File: config.mk
export PLATFORM = sky130hd
export DESIGN_NAME = rv32i_instruction_decoder_unit
export DESIGN_NICKNAME = d
export VERILOG_FILES = /design/src/rtl/core/rvid_pkg.sv /design/src/rtl/core/rvid_decode.sv /design/src/rtl/core/rv32i_instruction_decoder_unit.sv
export SDC_FILE = /design/constraint.sdc
export NUM_CORES = 1
export LEC_CHECK = 0
export BUFFER_PORTS_ARGS = -buffer_cell sky130_fd_sc_hd__buf_2
export CORE_AREA = 2 2 99 101
export DETAILED_ROUTE_END_ITERATION = 16
export DIE_AREA = 0 0 101 103
export PLACE_DENSITY = 0.8
export SETUP_SLACK_MARGIN = 0.05
export SYNTH_ARGS = -nofsm -noshare
export SYNTH_HDL_FRONTEND = slang
export SYNTH_SLANG_ARGS = --single-unit
File: constraint.sdc
create_clock -name i_clk -period 2.22 [get_ports i_clk]
set_input_delay 0.111 -clock i_clk [delete_from_list [all_inputs] [get_ports i_clk]]
set_output_delay 0.111 -clock i_clk [all_outputs]
set_load 0.05 [all_outputs]
File: src/rtl/core/rvid_pkg.sv
// Package for the RV32I instruction decoder: opcodes, operation and format codes, result struct.
`timescale 1ns / 1ps

package rvid_pkg;

    localparam int WORD_W = 32;
    localparam int REG_W  = 5;
    localparam int OP_W   = 6;
    localparam int FMT_W  = 3;

    localparam logic [6:0] OPC_OP     = 7'd51;
    localparam logic [6:0] OPC_OP_IMM = 7'd19;
    localparam logic [6:0] OPC_STORE  = 7'd35;
    localparam logic [6:0] OPC_LOAD   = 7'd3;
    localparam logic [6:0] OPC_BRANCH = 7'd99;
    localparam logic [6:0] OPC_JALR   = 7'd103;
    localparam logic [6:0] OPC_JAL    = 7'd111;
    localparam logic [6:0] OPC_AUIPC  = 7'd23;
    localparam logic [6:0] OPC_LUI    = 7'd55;

    localparam logic [6:0] F7_BASE = 7'd0;
    localparam logic [6:0] F7_ALT  = 7'd32;

    localparam logic [2:0] F3_0 = 3'd0;
    localparam logic [2:0] F3_1 = 3'd1;
    localparam logic [2:0] F3_2 = 3'd2;
    localparam logic [2:0] F3_3 = 3'd3;
    localparam logic [2:0] F3_4 = 3'd4;
    localparam logic [2:0] F3_5 = 3'd5;
    localparam logic [2:0] F3_6 = 3'd6;
    localparam logic [2:0] F3_7 = 3'd7;

    typedef enum logic [OP_W-1:0] {
        OP_ADD, OP_SUB, OP_SLL, OP_SLT, OP_SLTU, OP_XOR, OP_SRL, OP_SRA, OP_OR, OP_AND,
        OP_ADDI, OP_SLLI, OP_SLTI, OP_SLTIU, OP_XORI, OP_SRLI, OP_SRAI, OP_ORI, OP_ANDI,
        OP_SB, OP_SH, OP_SW, OP_LB, OP_LH, OP_LW, OP_LBU, OP_LHU,
        OP_BEQ, OP_BNE, OP_BLT, OP_BGE, OP_BLTU, OP_BGEU,
        OP_JALR, OP_JAL, OP_AUIPC, OP_LUI
    } t_op;

    typedef enum logic [FMT_W-1:0] {
        FMT_R, FMT_I, FMT_S, FMT_B, FMT_U, FMT_J
    } t_fmt;

    typedef struct packed {
        logic               illegal;
        logic [OP_W-1:0]    operation;
        logic [FMT_W-1:0]   format;
        logic [REG_W-1:0]   dest_reg;
        logic [REG_W-1:0]   src1_reg;
        logic [REG_W-1:0]   src2_reg;
        logic [REG_W-1:0]   shift_amount;
        logic [WORD_W-1:0]  immediate;
    } t_dec;

endpackage

File: src/rtl/core/rvid_decode.sv
// Combinational decode of one RV32I instruction word into its result fields.
`timescale 1ns / 1ps

module rvid_decode (
    input  logic [rvid_pkg::WORD_W-1:0] i_word,
    output rvid_pkg::t_dec              o_dec
);

    logic [6:0]                   opc;
    logic [2:0]                   f3;
    logic [6:0]                   f7;
    logic                         bad;
    rvid_pkg::t_op                op;
    rvid_pkg::t_fmt               fmt;
    logic                         use_rd;
    logic                         use_rs1;
    logic                         use_rs2;
    logic                         use_sh;
    logic [rvid_pkg::WORD_W-1:0]  imm;
    logic [rvid_pkg::WORD_W-1:0]  imm_i;
    logic [rvid_pkg::WORD_W-1:0]  imm_s;
    logic [rvid_pkg::WORD_W-1:0]  imm_b;
    logic [rvid_pkg::WORD_W-1:0]  imm_j;
    logic [rvid_pkg::WORD_W-1:0]  imm_u;
    logic                         f7_base;
    logic                         f7_alt;

    assign opc     = i_word[6:0];
    assign f3      = i_word[14:12];
    assign f7      = i_word[31:25];
    assign f7_base = (f7 == rvid_pkg::F7_BASE);
    assign f7_alt  = (f7 == rvid_pkg::F7_ALT);

    assign imm_i = {{20{i_word[31]}}, i_word[31:20]};
    assign imm_s = {{20{i_word[31]}}, i_word[31:25], i_word[11:7]};
    assign imm_b = {{19{i_word[31]}}, i_word[31], i_word[7], i_word[30:25],
                    i_word[11:8], 1'b0};
    assign imm_j = {{11{i_word[31]}}, i_word[31], i_word[19:12], i_word[20],
                    i_word[30:21], 1'b0};
    assign imm_u = {i_word[31:12], 12'd0};

    always_comb begin
        bad     = 1'b0;
        op      = rvid_pkg::OP_ADD;
        fmt     = rvid_pkg::FMT_R;
        use_rd  = 1'b0;
        use_rs1 = 1'b0;
        use_rs2 = 1'b0;
        use_sh  = 1'b0;
        imm     = '0;
        case (opc)
            rvid_pkg::OPC_OP: begin
                fmt     = rvid_pkg::FMT_R;
                use_rd  = 1'b1;
                use_rs1 = 1'b1;
                use_rs2 = 1'b1;
                case (f3)
                    rvid_pkg::F3_0: begin
                        op  = f7_alt ? rvid_pkg::OP_SUB : rvid_pkg::OP_ADD;
                        bad = !(f7_base || f7_alt);
                    end
                    rvid_pkg::F3_1: op = rvid_pkg::OP_SLL;
                    rvid_pkg::F3_2: op = rvid_pkg::OP_SLT;
                    rvid_pkg::F3_3: op = rvid_pkg::OP_SLTU;
                    rvid_pkg::F3_4: op = rvid_pkg::OP_XOR;
                    rvid_pkg::F3_5: begin
                        op  = f7_alt ? rvid_pkg::OP_SRA : rvid_pkg::OP_SRL;
                        bad = !(f7_base || f7_alt);
                    end
                    rvid_pkg::F3_6: op = rvid_pkg::OP_OR;
                    default:        op = rvid_pkg::OP_AND;
                endcase
            end
            rvid_pkg::OPC_OP_IMM: begin
                fmt     = rvid_pkg::FMT_I;
                use_rd  = 1'b1;
                use_rs1 = 1'b1;
                imm     = imm_i;
                case (f3)
                    rvid_pkg::F3_0: op = rvid_pkg::OP_ADDI;
                    rvid_pkg::F3_1: begin
                        op     = rvid_pkg::OP_SLLI;
                        use_sh = 1'b1;
                    end
                    rvid_pkg::F3_2: op = rvid_pkg::OP_SLTI;
                    rvid_pkg::F3_3: op = rvid_pkg::OP_SLTIU;
                    rvid_pkg::F3_4: op = rvid_pkg::OP_XORI;
                    rvid_pkg::F3_5: begin
                        op     = f7_alt ? rvid_pkg::OP_SRAI : rvid_pkg::OP_SRLI;
                        bad    = !(f7_base || f7_alt);
                        use_sh = 1'b1;
                    end
                    rvid_pkg::F3_6: op = rvid_pkg::OP_ORI;
                    default:        op = rvid_pkg::OP_ANDI;
                endcase
            end
            rvid_pkg::OPC_STORE: begin
                fmt     = rvid_pkg::FMT_S;
                use_rs1 = 1'b1;
                use_rs2 = 1'b1;
                imm     = imm_s;
                case (f3)
                    rvid_pkg::F3_0: op = rvid_pkg::OP_SB;
                    rvid_pkg::F3_1: op = rvid_pkg::OP_SH;
                    rvid_pkg::F3_2: op = rvid_pkg::OP_SW;
                    default:        bad = 1'b1;
                endcase
            end
            rvid_pkg::OPC_LOAD: begin
                fmt     = rvid_pkg::FMT_I;
                use_rd  = 1'b1;
                use_rs1 = 1'b1;
                imm     = imm_i;
                case (f3)
                    rvid_pkg::F3_0: op = rvid_pkg::OP_LB;
                    rvid_pkg::F3_1: op = rvid_pkg::OP_LH;
                    rvid_pkg::F3_2: op = rvid_pkg::OP_LW;
                    rvid_pkg::F3_4: op = rvid_pkg::OP_LBU;
                    rvid_pkg::F3_5: op = rvid_pkg::OP_LHU;
                    default:        bad = 1'b1;
                endcase
            end
            rvid_pkg::OPC_BRANCH: begin
                fmt     = rvid_pkg::FMT_B;
                use_rs1 = 1'b1;
                use_rs2 = 1'b1;
                imm     = imm_b;
                case (f3)
                    rvid_pkg::F3_0: op = rvid_pkg::OP_BEQ;
                    rvid_pkg::F3_1: op = rvid_pkg::OP_BNE;
                    rvid_pkg::F3_4: op = rvid_pkg::OP_BLT;
                    rvid_pkg::F3_5: op = rvid_pkg::OP_BGE;
                    rvid_pkg::F3_6: op = rvid_pkg::OP_BLTU;
                    rvid_pkg::F3_7: op = rvid_pkg::OP_BGEU;
                    default:        bad = 1'b1;
                endcase
            end
            rvid_pkg::OPC_JALR: begin
                fmt     = rvid_pkg::FMT_I;
                use_rd  = 1'b1;
                use_rs1 = 1'b1;
                imm     = imm_i;
                op      = rvid_pkg::OP_JALR;
                bad     = (f3 != rvid_pkg::F3_0);
            end
            rvid_pkg::OPC_JAL: begin
                fmt    = rvid_pkg::FMT_J;
                use_rd = 1'b1;
                imm    = imm_j;
                op     = rvid_pkg::OP_JAL;
            end
            rvid_pkg::OPC_AUIPC: begin
                fmt    = rvid_pkg::FMT_U;
                use_rd = 1'b1;
                imm    = imm_u;
                op     = rvid_pkg::OP_AUIPC;
            end
            rvid_pkg::OPC_LUI: begin
                fmt    = rvid_pkg::FMT_U;
                use_rd = 1'b1;
                imm    = imm_u;
                op     = rvid_pkg::OP_LUI;
            end
            default: bad = 1'b1;
        endcase
    end

    // illegal word: flag set, every other field zero
    always_comb begin
        o_dec = '0;
        if (bad) begin
            o_dec.illegal = 1'b1;
        end else begin
            o_dec.operation    = op;
            o_dec.format       = fmt;
            o_dec.dest_reg     = use_rd  ? i_word[11:7]  : '0;
            o_dec.src1_reg     = use_rs1 ? i_word[19:15] : '0;
            o_dec.src2_reg     = use_rs2 ? i_word[24:20] : '0;
            o_dec.shift_amount = use_sh  ? i_word[24:20] : '0;
            o_dec.immediate    = imm;
        end
    end

endmodule

File: src/rtl/core/rv32i_instruction_decoder_unit.sv
// Top level of the RV32I instruction decoder: input register, decode, result register.
`timescale 1ns / 1ps

// RV32I decoder. A word is taken at every clock edge with start high and busy low;
// busy is low whenever reset is released, so one word per cycle is sustained. The
// word is registered in r_word, decoded by short combinational logic and the result
// registered in r_res, with o_done high for a single cycle as r_res is loaded;
// results in order. The receiver cannot stall: each result is shown once.

module rv32i_instruction_decoder_unit (
    input  logic                               i_clk,
    input  logic                               i_rst_n,
    input  logic                               start,
    output logic                               busy,
    input  logic [rvid_pkg::WORD_W-1:0]        i_instr_word,
    output logic                               o_done,
    output logic                               o_illegal,
    output logic [rvid_pkg::OP_W-1:0]          o_operation,
    output logic [rvid_pkg::FMT_W-1:0]         o_format,
    output logic [rvid_pkg::REG_W-1:0]         o_dest_reg,
    output logic [rvid_pkg::REG_W-1:0]         o_src1_reg,
    output logic [rvid_pkg::REG_W-1:0]         o_src2_reg,
    output logic [rvid_pkg::REG_W-1:0]         o_shift_amount,
    output logic signed [rvid_pkg::WORD_W-1:0] o_immediate
);

    logic                        r_vld;
    logic                        n_vld;
    logic [rvid_pkg::WORD_W-1:0] r_word;
    logic                        r_done;
    logic                        n_done;
    rvid_pkg::t_dec              r_res;
    rvid_pkg::t_dec              dec;

    assign busy   = ~i_rst_n;
    assign n_vld  = start & ~busy;
    assign n_done = r_vld;

    always_ff @(posedge i_clk) begin
        if (!i_rst_n) begin
            r_vld  <= 1'b0;
            r_done <= 1'b0;
        end else begin
            r_vld  <= n_vld;
            r_done <= n_done;
        end
    end

    always_ff @(posedge i_clk) begin
        if (n_vld) begin
            r_word <= i_instr_word;
        end
        if (r_vld) begin
            r_res <= dec;
        end
    end

    rvid_decode u_decode (
        .i_word (r_word),
        .o_dec  (dec)
    );

    assign o_done         = r_done;
    assign o_illegal      = r_res.illegal;
    assign o_operation    = r_res.operation;
    assign o_format       = r_res.format;
    assign o_dest_reg     = r_res.dest_reg;
    assign o_src1_reg     = r_res.src1_reg;
    assign o_src2_reg     = r_res.src2_reg;
    assign o_shift_amount = r_res.shift_amount;
    assign o_immediate    = $signed(r_res.immediate);

endmodule

==> summary.md, run 1 <==
| Metric | Value |
|---|---|
| Status | `complete, no violations` |
| First-pass GRT wire length | `about 17 mm` |
| Final Core Density | `between 60 and 70%` |
| Final min period | `about 2.1 ns` |
| PortBufs | `between 90 and 100` |
| Placed Area | `roughly 5300 µm²` |
| Period utilization | `95.92%` |
| I/O pins | `99` |
| Area occupied by multi-input gates | `around 1500 µm²` |
| Antenna cells | `0` |
| CP Launch Type | `flop` |
| Fill count | `730` |
| CTS tree | `built` |
| VDD IR max | `441.9 µV` |
| CORE AREA | `~9500 µm²` |
| Mapped Nets | `405` |
| Slew @ Worst Pin | `0.6809 ns` |
| Seq/Total Area, Yosys | `between 60 and 70%` |
| Die H | `103 µm` |
| Die Wd | `approximately 100 µm` |
| H-tree Lvls | `3` |
| Global route overflow | `0` |
| Clk_skew | `approximately 0.016 ns` |
| Initial antenna violation count | `0` |
| CP max stage delay | `about 0.53 ns` |
| Top_reg_cell synth | `edfxtp_1` |
| Crit path capture type | `flop` |
| Initial core utilization | `between 40% and 50%` |
| Count of cell types in the netlist | `59` |
| Unrepaired setup endpoints after global routing | `true` |
| Syn Std Cell Area | `4493 µm²` |
| Share of the synthesized area in the top cell type | `roughly 63%` |
| Synth top area cells | `edfxtp_1 63%, nor3_2 4.9%, a21oi_1 3.8%` |
| DRC Markers | `0` |
| Ordered list of cells on the worst path | `buf_4 -> or4_4 -> o211ai_1 -> or3_4 -> buf_12 -> nor3_1` |
| Routed WL per cell | `about 18 µm` |
| Total Routing Usage GR | `22.17%` |
| DR iter-0 viols | `~400` |
| Cells after Synth | `370` |
| CP Depth | `6` |
| CTS Buf Count | `9` |
| DR vias | `roughly 3600` |
| Crit path kind | `flop to flop` |
| Die area | `10400 µm²` |
| Yosys Warn Count | `0` |
| Root buf cell | `clkbuf_8` |
| Hold Fails Final Rpt | `0` |
| Peak Freq | `469.6 MHz` |
| Commonest cells in the netlist | `94 x edfxtp_1, 34 x a21oi_1, 28 x nand2_1` |
| Area Overhead vs Synth | `32.33%` |
| R2R depth | `6` |
| Clock Tree Buf Depth | `2` |
| PwrDens | `between 600 and 700 nW/µm²` |
| Hold path cells | `2` |
| Clock transition at path regs | `~0.090 ns` |
| Vias in the first global route | `roughly 3400` |
| Count leader, synth | `edfxtp_1` |
| Asr flop ratio synth | `0%` |
| Skew-Pair Late Insertion Delay | `about 0.38 ns` |
| TritonCTS Sinks | `96` |
| Post-DP HPWL | `just under 8 mm` |
| # setup viols final | `0` |
| Drt first pass iters | `5` |
| Max-cap viol count | `0` |
| WP data arrival | `~2.3 ns` |
| Layout cells sized above 1 | `roughly 36%` |
| Min-delay worst type | `input pin to flop` |
| Final worst setup slack | `between 0.09 and 0.1 ns` |
| Slew Limit Headroom | `between 50% and 60%` |
| Routed Antenna Nets | `0` |
| Post-Route WL | `11.63 mm` |
| Largest net degree at the start of global routing | `between 50 and 60` |
| # rows | `36` |
| Final slew viol count | `0` |
| Syn_area_per_cell | `between 10 and 15 µm²` |
| Synthesized flop and latch total | `96` |
| Number of synthesized flops with an enable pin | `94` |
| Synth area leader | `edfxtp_1` |
| Slowest cell on the critical path | `or4_4` |
| Postcts setup bufs | `0` |
| Delay-heaviest family, CP | `simple AND/OR/NAND/NOR gates` |
| Final Instance Area | `between 5000 and 6000 µm²` |
| Crit-path max FO | `15` |
| Final Net Count | `566` |
| Via density | `5.555` |
| Dpl ws | `-0.02165 ns` |
| GPL Wtd Cong | `approximately 1` |
| CP Buf/Inv Count | `2` |
| Leakage power | `roughly 0.0020 µW` |
| Register area | `about 2900 µm²` |
| WP data required | `2.34 ns` |
[where the power goes]
group | switching, µW | leakage [µW] | total, µW | internal [µW]
registers | 59.5 | 0.000826 | 2150 | 2090
logic | 487 | 0.00113 | 722 | 235
clock network | 589 | 0.0000874 | 990 | 401
[metal layers]
| layer | share of wire (%) | up-vias | GRT usage, % |
|---|---|---|---|
| met2 | 53 | 154 | 39.74 |
| met5 | 0 | - | 0 |
| met1 | 38 | 1737 | 25.49 |
| met4 | 2.2 | 0 | 8.524 |
| met3 | 6.9 | 25 | 5.898 |
| li1 | - | 1695 | - |
[area by class of cell]
| type | instances | area share (%) |
|---|---|---|
| clock inverter | 6 | 0.6103 |
| sequential | 96 | 48.17 |
| tap | 114 | 2.399 |
| inverter | 15 | 0.9470 |
| multi-input combinational | 234 | 25.02 |
| clock buffer | 10 | 2.146 |
| timing repair buffer | 175 | 20.71 |
[repair_timing]
item,4_1_cts,5_1_grt
hold buffers,35,0
endpoints found under the hold margin,34,0
setup endpoints to repair,25,58
cloned,0,2
resized for setup,2,14
[through the flow]
stage               setup TNS [ns]  total power [µW]  hold WS [ns]  cells
floorplan                        0              2628        0.2099    370
global placement                 0              2830        0.2881    597
detailed placement        -0.03120              2840        0.2891    597
CTS                              0              3868        0.4187    648
global route                     0              4004        0.4315    650
finish                           0              3865        0.4435    650
[cells in the final DEF, fill, tap and decap left out, types with 4 or more instances in the layout]
cell type	netlist	routed
nand2b_1	7	7
nand2_1	28	28
dlygate4sd3_1	0	35
buf_12	0	4
edfxtp_1	94	94
o21ai_0	11	11
buf_4	0	35
nor3_2	22	27
nor2_1	25	25
nand4_1	4	4
nor2b_1	8	8
and2_1	11	11
a22oi_1	4	4
nor3_1	19	14
clkbuf_8	0	9
a21oi_1	34	33
inv_1	15	15
buf_2	6	98
nand3_1	8	8
[worst paths after layout]
path	start	slack, ns	endpoint
worst min-delay path	i_instr_word[1]	0.44	r_word[1]
worst max-delay path	r_word[4]	0.09	o_shift_amount[4]
worst min register to register	n_done	0.58	o_src1_reg[1]
worst max register to register	r_word[4]	0.09	o_shift_amount[4]
[logic make-up (layout without fill, tap and decap cells)]
| family | Yosys count | in the layout | share of synthesized area, % |
|---|---|---|---|
| muxes | 1 | 1 | 0.2228 |
| DFF | 96 | 96 | 63.71 |
| xor gates and xnor gates | 3 | 3 | 0.5849 |
| and+or+nand+nor | 151 | 151 | 20.08 |
| buffers and inverters | 40 | 206 | 4.344 |
| AOI/OAI and AO/OA | 79 | 79 | 11.06 |
[worst reg2reg max path, delay by kind of cell, from the launching register on]
family | cells | cell delay (ns)
compound gates | 1 | 0.23
buf+inv | 2 | 0.36
flops | 1 | 0.42
simple gates | 3 | 0.87
(Power assumes the default switching activity.)
==> inputs of run 2 (changes only) <==
==> constraint.sdc (replaced) <==
create_clock -name i_clk -period 2.22 [get_ports i_clk]
set_input_delay 0.444 -clock i_clk [delete_from_list [all_inputs] [get_ports i_clk]]
set_output_delay 0.444 -clock i_clk [all_outputs]
set_load 0.05 [all_outputs]
==> run 2 against run 1 <==
Compared with the run above: critical path type unchanged; combinational power shrank 7.6%; clock power barely moved; sequential cell count is the same; largest cell class unchanged; largest power group unchanged; critical endpoint is now o_immediate[11].
==> summary.md, run 2 (synthesized netlist as in run 1, its figures left out) <==
| Metric | Value |
|---|---|
| Final Net Count | `530 (-6.4%)` |
| Crit path capture type | `flop` |
| DR iter-0 viols | `303 (-23%)` |
| Area Overhead vs Synth | `24.03%` |
| # rows | `36 (unchanged)` |
| Root buf cell | `clkbuf_8` |
| Post-DP HPWL | `7.698 mm (unchanged)` |
| Final slew viol count | `0 (unchanged)` |
| Dpl ws | `-0.02165 ns (unchanged)` |
| Layout cells sized above 1 | `38.60% (+2.2 points)` |
| TritonCTS Sinks | `96 (unchanged)` |
| Reg-to-reg setup timing slack | `0.12 ns (+0.03 ns)` |
| Non-filler instance count after layout | `614 (-5.5%)` |
| Max-cap viol count | `0 (unchanged)` |
| Post-route setup TNS | `0 ns (unchanged)` |
| Peak Freq | `476.6 MHz (+1.5%)` |
| PwrDens | `683.1 nW/µm² (+5.1%)` |
| I/O pins | `99 (unchanged)` |
| Post-Route WL | `10.88 mm (-6.4%)` |
| Total Routing Usage GR | `21.02% (-1.2 points)` |
| Antenna cells | `0 (unchanged)` |
| Postcts setup bufs | `0 (unchanged)` |
| Vias in the first global route | `3177 (-7.2%)` |
| Leakage power | `0.001885 µW (-7.8%)` |
| CP Launch Type | `flop` |
| Hold-fix buffers at CTS | `0 (-100%)` |
| Die area | `10400 µm² (unchanged)` |
| Min-delay worst type | `input pin to flop` |
| Die H | `103 µm (unchanged)` |
| WP data arrival | `2.31 ns (+0.06 ns)` |
| CTS tree | `built` |
| # setup viols final | `0 (unchanged)` |
| WP data required | `2.43 ns (+0.09 ns)` |
| Ordered list of cells on the worst path | `or3b_1 -> a21oi_2 -> a2111oi_2 -> or3_4 -> clkbuf_16 -> a211oi_1` |
| Skew-Pair Late Insertion Delay | `0.38 ns (about the same)` |
| First-pass GRT wire length | `16.19 mm (-5.3%)` |
| Final Power | `3807 µW (-1.5%)` |
| H-tree Lvls | `3 (unchanged)` |
| Routed WL per cell | `17.72 µm (-0.93%)` |
| Largest net degree at the start of global routing | `57 (unchanged)` |
| VDD IR max | `434.2 µV (-1.7%)` |
| Most common cell after layout, fill and taps aside | `buf_2` |
| CP max stage delay | `0.44 ns (-0.09 ns)` |
| Via density | `5.547 (-0.15%)` |
| Final worst setup slack | `0.1216 ns (+0.03105 ns)` |
| Crit path kind | `flop to flop` |
| Routed Antenna Nets | `0 (unchanged)` |
| Initial core utilization | `47.50% (unchanged)` |
| Slew Limit Headroom | `53.99% (-0.21 points)` |
| Most frequent cells in the layout | `98 x buf_2, 94 x edfxtp_1, 36 x buf_4, 33 x a21oi_1, 28 x nand2_1` |
| Clock Tree Buf Depth | `2 (unchanged)` |
| Clock transition at path regs | `0.09 ns (about the same)` |
| Unrepaired setup endpoints after global routing | `true` |
| Hold Fails Final Rpt | `0 (unchanged)` |
| Delay-heaviest family, CP | `simple AND/OR/NAND/NOR gates` |
| GPL Wtd Cong | `1.010 (unchanged)` |
| Status | `complete, no violations` |
| Crit-path max FO | `15 (unchanged)` |
| Slowest cell on the critical path | `or3b_1` |
| DR vias | `3406 (-5.7%)` |
| Final min period | `2.098 ns (-0.03105 ns)` |
| CP Buf/Inv Count | `1 (-1)` |
| Global route overflow | `0 (unchanged)` |
| CTS Buf Count | `9 (unchanged)` |
| Slew @ Worst Pin | `0.6841 ns (+0.003142 ns)` |
| Period utilization | `94.52% (-1.4 points)` |
| DRC Markers | `0 (unchanged)` |
| Clk_skew | `0.01374 ns (-0.001834 ns)` |
| CORE AREA | `9459 µm² (unchanged)` |
| Die Wd | `101 µm (unchanged)` |
| Drt first pass iters | `5 (unchanged)` |
| Initial antenna violation count | `0 (unchanged)` |
| Placed cells | `597 (unchanged)` |
| PortBufs | `98 (unchanged)` |
[run 2: cell count changes in the layout (fill, tap and decap cells not counted)]
cell | previous run | this run
buf_12 | 4 | 3
dlygate4sd3_1 | 35 | 0
buf_8 | 0 | 1
buf_6 | 2 | 0
buf_4 | 35 | 36
or3b_4 | 1 | 0
or3b_1 | 0 | 1
[run 2: cell type report]
type | instances | area (µm²)
Clock buffer | 10 | 127.6
Sequential cell | 96 | 2864
Tap cell | 114 | 142.6
Inverter | 15 | 56.30
Multi-Input combinational cell | 234 | 1485
Timing Repair Buffer | 139 | 860.8
Clock inverter | 6 | 36.28
Fill cell | 769 | 3886
[run 2: power by group]
part           switching [µW]  internal [µW]
clock                     589            401
combinational             475            191
sequential               57.2           2090
total                    1120           2690
[run 2: worst paths after layout]
kind | startpoint | to | cells after the start
max | r_word[5] | o_immediate[11] | 6
min | i_instr_word[7] | r_word[7] | 1
max reg2reg | r_word[5] | o_immediate[11] | 6
min reg2reg | n_done | o_src1_reg[4] | 0
[run 2: through the flow]
stage | hold slack, ns | util (%) | instance area [µm²]
after floorplan | 0.5405 | - | 4493
after global placement | 0.5544 | 56.32 | 5328
after detailed placement | 0.5601 | 56.32 | 5328
after CTS | 0.2210 | 58.13 | 5499
after global routing | 0.2131 | 58.92 | 5573
final | 0.2348 | 58.92 | 5573
[run 2: worst register-to-register path: stages (launching register included)]
cell	delay [ns]
edfxtp_1	0.42
or3b_1	0.44
a21oi_2	0.18
a2111oi_2	0.07
or3_4	0.42
clkbuf_16	0.22
a211oi_1	0.20
[run 2: routing by layer]
| layer | track usage (%) | routed length (µm) | part of all wire (%) | vias to the layer above |
|---|---|---|---|---|
| li1 | - | - | - | 1626 |
| met1 | 24.91 | 4293 | 39 | 1634 |
| met2 | 36.72 | 5694 | 52 | 124 |
| met3 | 5.898 | 645 | 5.9 | 22 |
| met4 | 7.796 | 249 | 2.3 | 0 |
| met5 | 0 | 0 | 0 | - |
[run 2: timing repair]
action / CTS / global route
gates cloned: 0 / 1
pin swaps: 0 / 2
resized for setup: 2 / 11
hold endpoints to repair: 0 / 0
endpoints found under the setup margin: 25 / 58
==> inputs of run 3 (changes only) <==
CORE_AREA = 2 2 92 94   (was 2 2 99 101)
DIE_AREA = 0 0 94 96   (was 0 0 101 103)
clock period = 2.5 ns   (was 2.22 ns; I/O delays follow)
==> run 3 against run 2 <==
Compared with the run above: design area decreased by 1.5%; clock power grew 10%; combinational power decreased by 15%; critical endpoint is now o_immediate[19]; largest power group unchanged.
==> summary.md, run 3 (synthesized netlist as in run 1, its figures left out) <==
| Metric | Value |
|---|---|
| H-tree Lvls | `3 (unchanged)` |
| Final slew viol count | `0 (unchanged)` |
| Post-DP HPWL | `7.425 mm (-3.5%)` |
| Slew @ Worst Pin | `0.7068 ns (+0.02272 ns)` |
| Die H | `96 µm (-6.8%)` |
| Hold slack | `0.2914 ns (+0.05656 ns)` |
| Area occupied by multi-input gates | `1440 µm² (-3.0%)` |
| # setup viols final | `0 (unchanged)` |
| Slowest cell on the critical path | `edfxtp_1` |
| Most common cell after layout, fill and taps aside | `buf_2` |
| Total Routing Usage GR | `23.55% (+2.5 points)` |
| Post-route setup TNS | `0 ns (unchanged)` |
| Placed Area | `5264 µm² (-1.2%)` |
| Clk_skew | `0.008877 ns (-0.004868 ns)` |
| Routed Antenna Nets | `0 (unchanged)` |
| CP Launch Type | `flop` |
| WP data required | `2.63 ns (+0.20 ns)` |
| Initial antenna violation count | `0 (unchanged)` |
| Max-cap viol count | `0 (unchanged)` |
| Fill count | `628 (-18%)` |
| CP Buf/Inv Count | `3 (+2)` |
| Final Net Count | `522 (-1.5%)` |
| Hold Fails Final Rpt | `0 (unchanged)` |
| I/O pins | `99 (unchanged)` |
| TritonCTS Sinks | `96 (unchanged)` |
| Period utilization | `89.40% (-5.1 points)` |
| Ordered list of cells on the worst path | `buf_4 -> and3b_1 -> buf_4 -> nand2_1 -> o21a_1 -> buf_12 -> nor3_2` |
| Post-Route WL | `10.13 mm (-6.9%)` |
| Global route overflow | `0 (unchanged)` |
| Register area | `2864 µm² (unchanged)` |
| Hold-fix buffers at CTS | `0 (unchanged)` |
| GPL Wtd Cong | `0.9328 (-7.7%)` |
| Final Instance Area | `5489 µm² (-1.5%)` |
| DR iter-0 viols | `297 (-2.0%)` |
| Layout cells sized above 1 | `35.98% (-2.6 points)` |
| Slew Limit Headroom | `52.38% (-1.6 points)` |
| Antenna cells | `0 (unchanged)` |
| CP max stage delay | `0.50 ns (+0.06 ns)` |
| Largest net degree at the start of global routing | `34 (-40%)` |
| Routed WL per cell | `16.96 µm (-4.3%)` |
| VDD IR max | `434.0 µV (about the same)` |
| Clock transition at path regs | `0.10 ns (about the same)` |
| Area Overhead vs Synth | `22.17%` |
| WP data arrival | `2.37 ns (+0.06 ns)` |
| CTS tree | `built` |
| DR vias | `3383 (-0.68%)` |
| Unrepaired setup endpoints after global routing | `false` |
| Crit path capture type | `flop` |
| Root buf cell | `clkbuf_8` |
| Crit-path max FO | `13 (-2)` |
| Die Wd | `94 µm (-6.9%)` |
| Die area | `9024 µm² (-13%)` |
| CTS Buf Count | `9 (unchanged)` |
| # rows | `33 (-8.3%)` |
| Final min period | `2.235 ns (+0.1367 ns)` |
| Peak Freq | `447.4 MHz (-6.1%)` |
| Clock Tree Buf Depth | `2 (unchanged)` |
| Crit path kind | `flop to flop` |
| Leakage power | `0.001853 µW (-1.7%)` |
| Crit-path most repeated cell | `buf_4` |
| Status | `complete, no violations` |
| DRC Markers | `0 (unchanged)` |
| PortBufs | `98 (unchanged)` |
| Most frequent cells in the layout | `98 x buf_2, 94 x edfxtp_1, 34 x a21oi_1, 30 x buf_4, 28 x nand2_1` |
| Final Power | `3571 µW (-6.2%)` |
| Skew-Pair Late Insertion Delay | `0.38 ns (about the same)` |
| Initial core utilization | `55.80% (+8.3 points)` |
| Via density | `5.667 (+2.2%)` |
| CORE AREA | `8051 µm² (-15%)` |
| Vias in the first global route | `3123 (-1.7%)` |
| Drt first pass iters | `4 (-1)` |
| First-pass GRT wire length | `15.71 mm (-2.9%)` |
| Delay-heaviest family, CP | `buffers and inverters` |
| PwrDens | `650.6 nW/µm² (-4.7%)` |
| Min-delay worst type | `input pin to flop` |
-- run 3: final cells by class --
| cell class | instances | share of cell area (%) |
|---|---|---|
| Timing Repair Buffer | 131 | 14.13 |
| Inverter | 15 | 1.026 |
| Sequential cell | 96 | 52.18 |
| Multi-Input combinational cell | 234 | 26.24 |
| Clock inverter | 7 | 1.778 |
| Tap cell | 105 | 2.393 |
| Clock buffer | 9 | 2.257 |
-- run 3: through the flow --
step,std cells,setup slack [ns],utilization [%]
after global routing,597,0.08454,68.17
after CTS,597,0.08119,68.13
after floorplan,370,0.4389,-
final,597,0.2649,68.17
after detailed placement,581,0.1050,65.38
after global placement,581,0.2323,65.38
-- run 3: report_power, final --
group,leakage (µW),internal [µW],switching (µW)
logic,0.000916,158,410
registers,0.000826,1860,55.4
clock network,0.000112,494,595
total,0.00185,2510,1060
-- run 3: path summary, 6_finish.rpt --
| kind | slack, ns | from | to | depth (start not counted) |
|---|---|---|---|---|
| worst max register to register | 0.26 | r_word[4] | o_immediate[19] | 7 |
| worst min-delay path | 0.29 | i_instr_word[17] | r_word[17] | 1 |
| worst min register to register | 0.61 | r_word[8] | o_dest_reg[1] | 2 |
| worst max-delay path | 0.26 | r_word[4] | o_immediate[19] | 7 |
-- run 3: timing repair --
item,4_1_cts,5_1_grt
setup buffers,0,0
endpoints found under the setup margin,0,11
gates resized for setup,0,1
hold endpoints to repair,0,0
-- run 3: routing by layer --
layer  track usage [%]  share of wire, %
met1             29.59                41
met2             39.88                52
met3             5.247               5.8
met4             9.541               2.0
met5                 0                 0
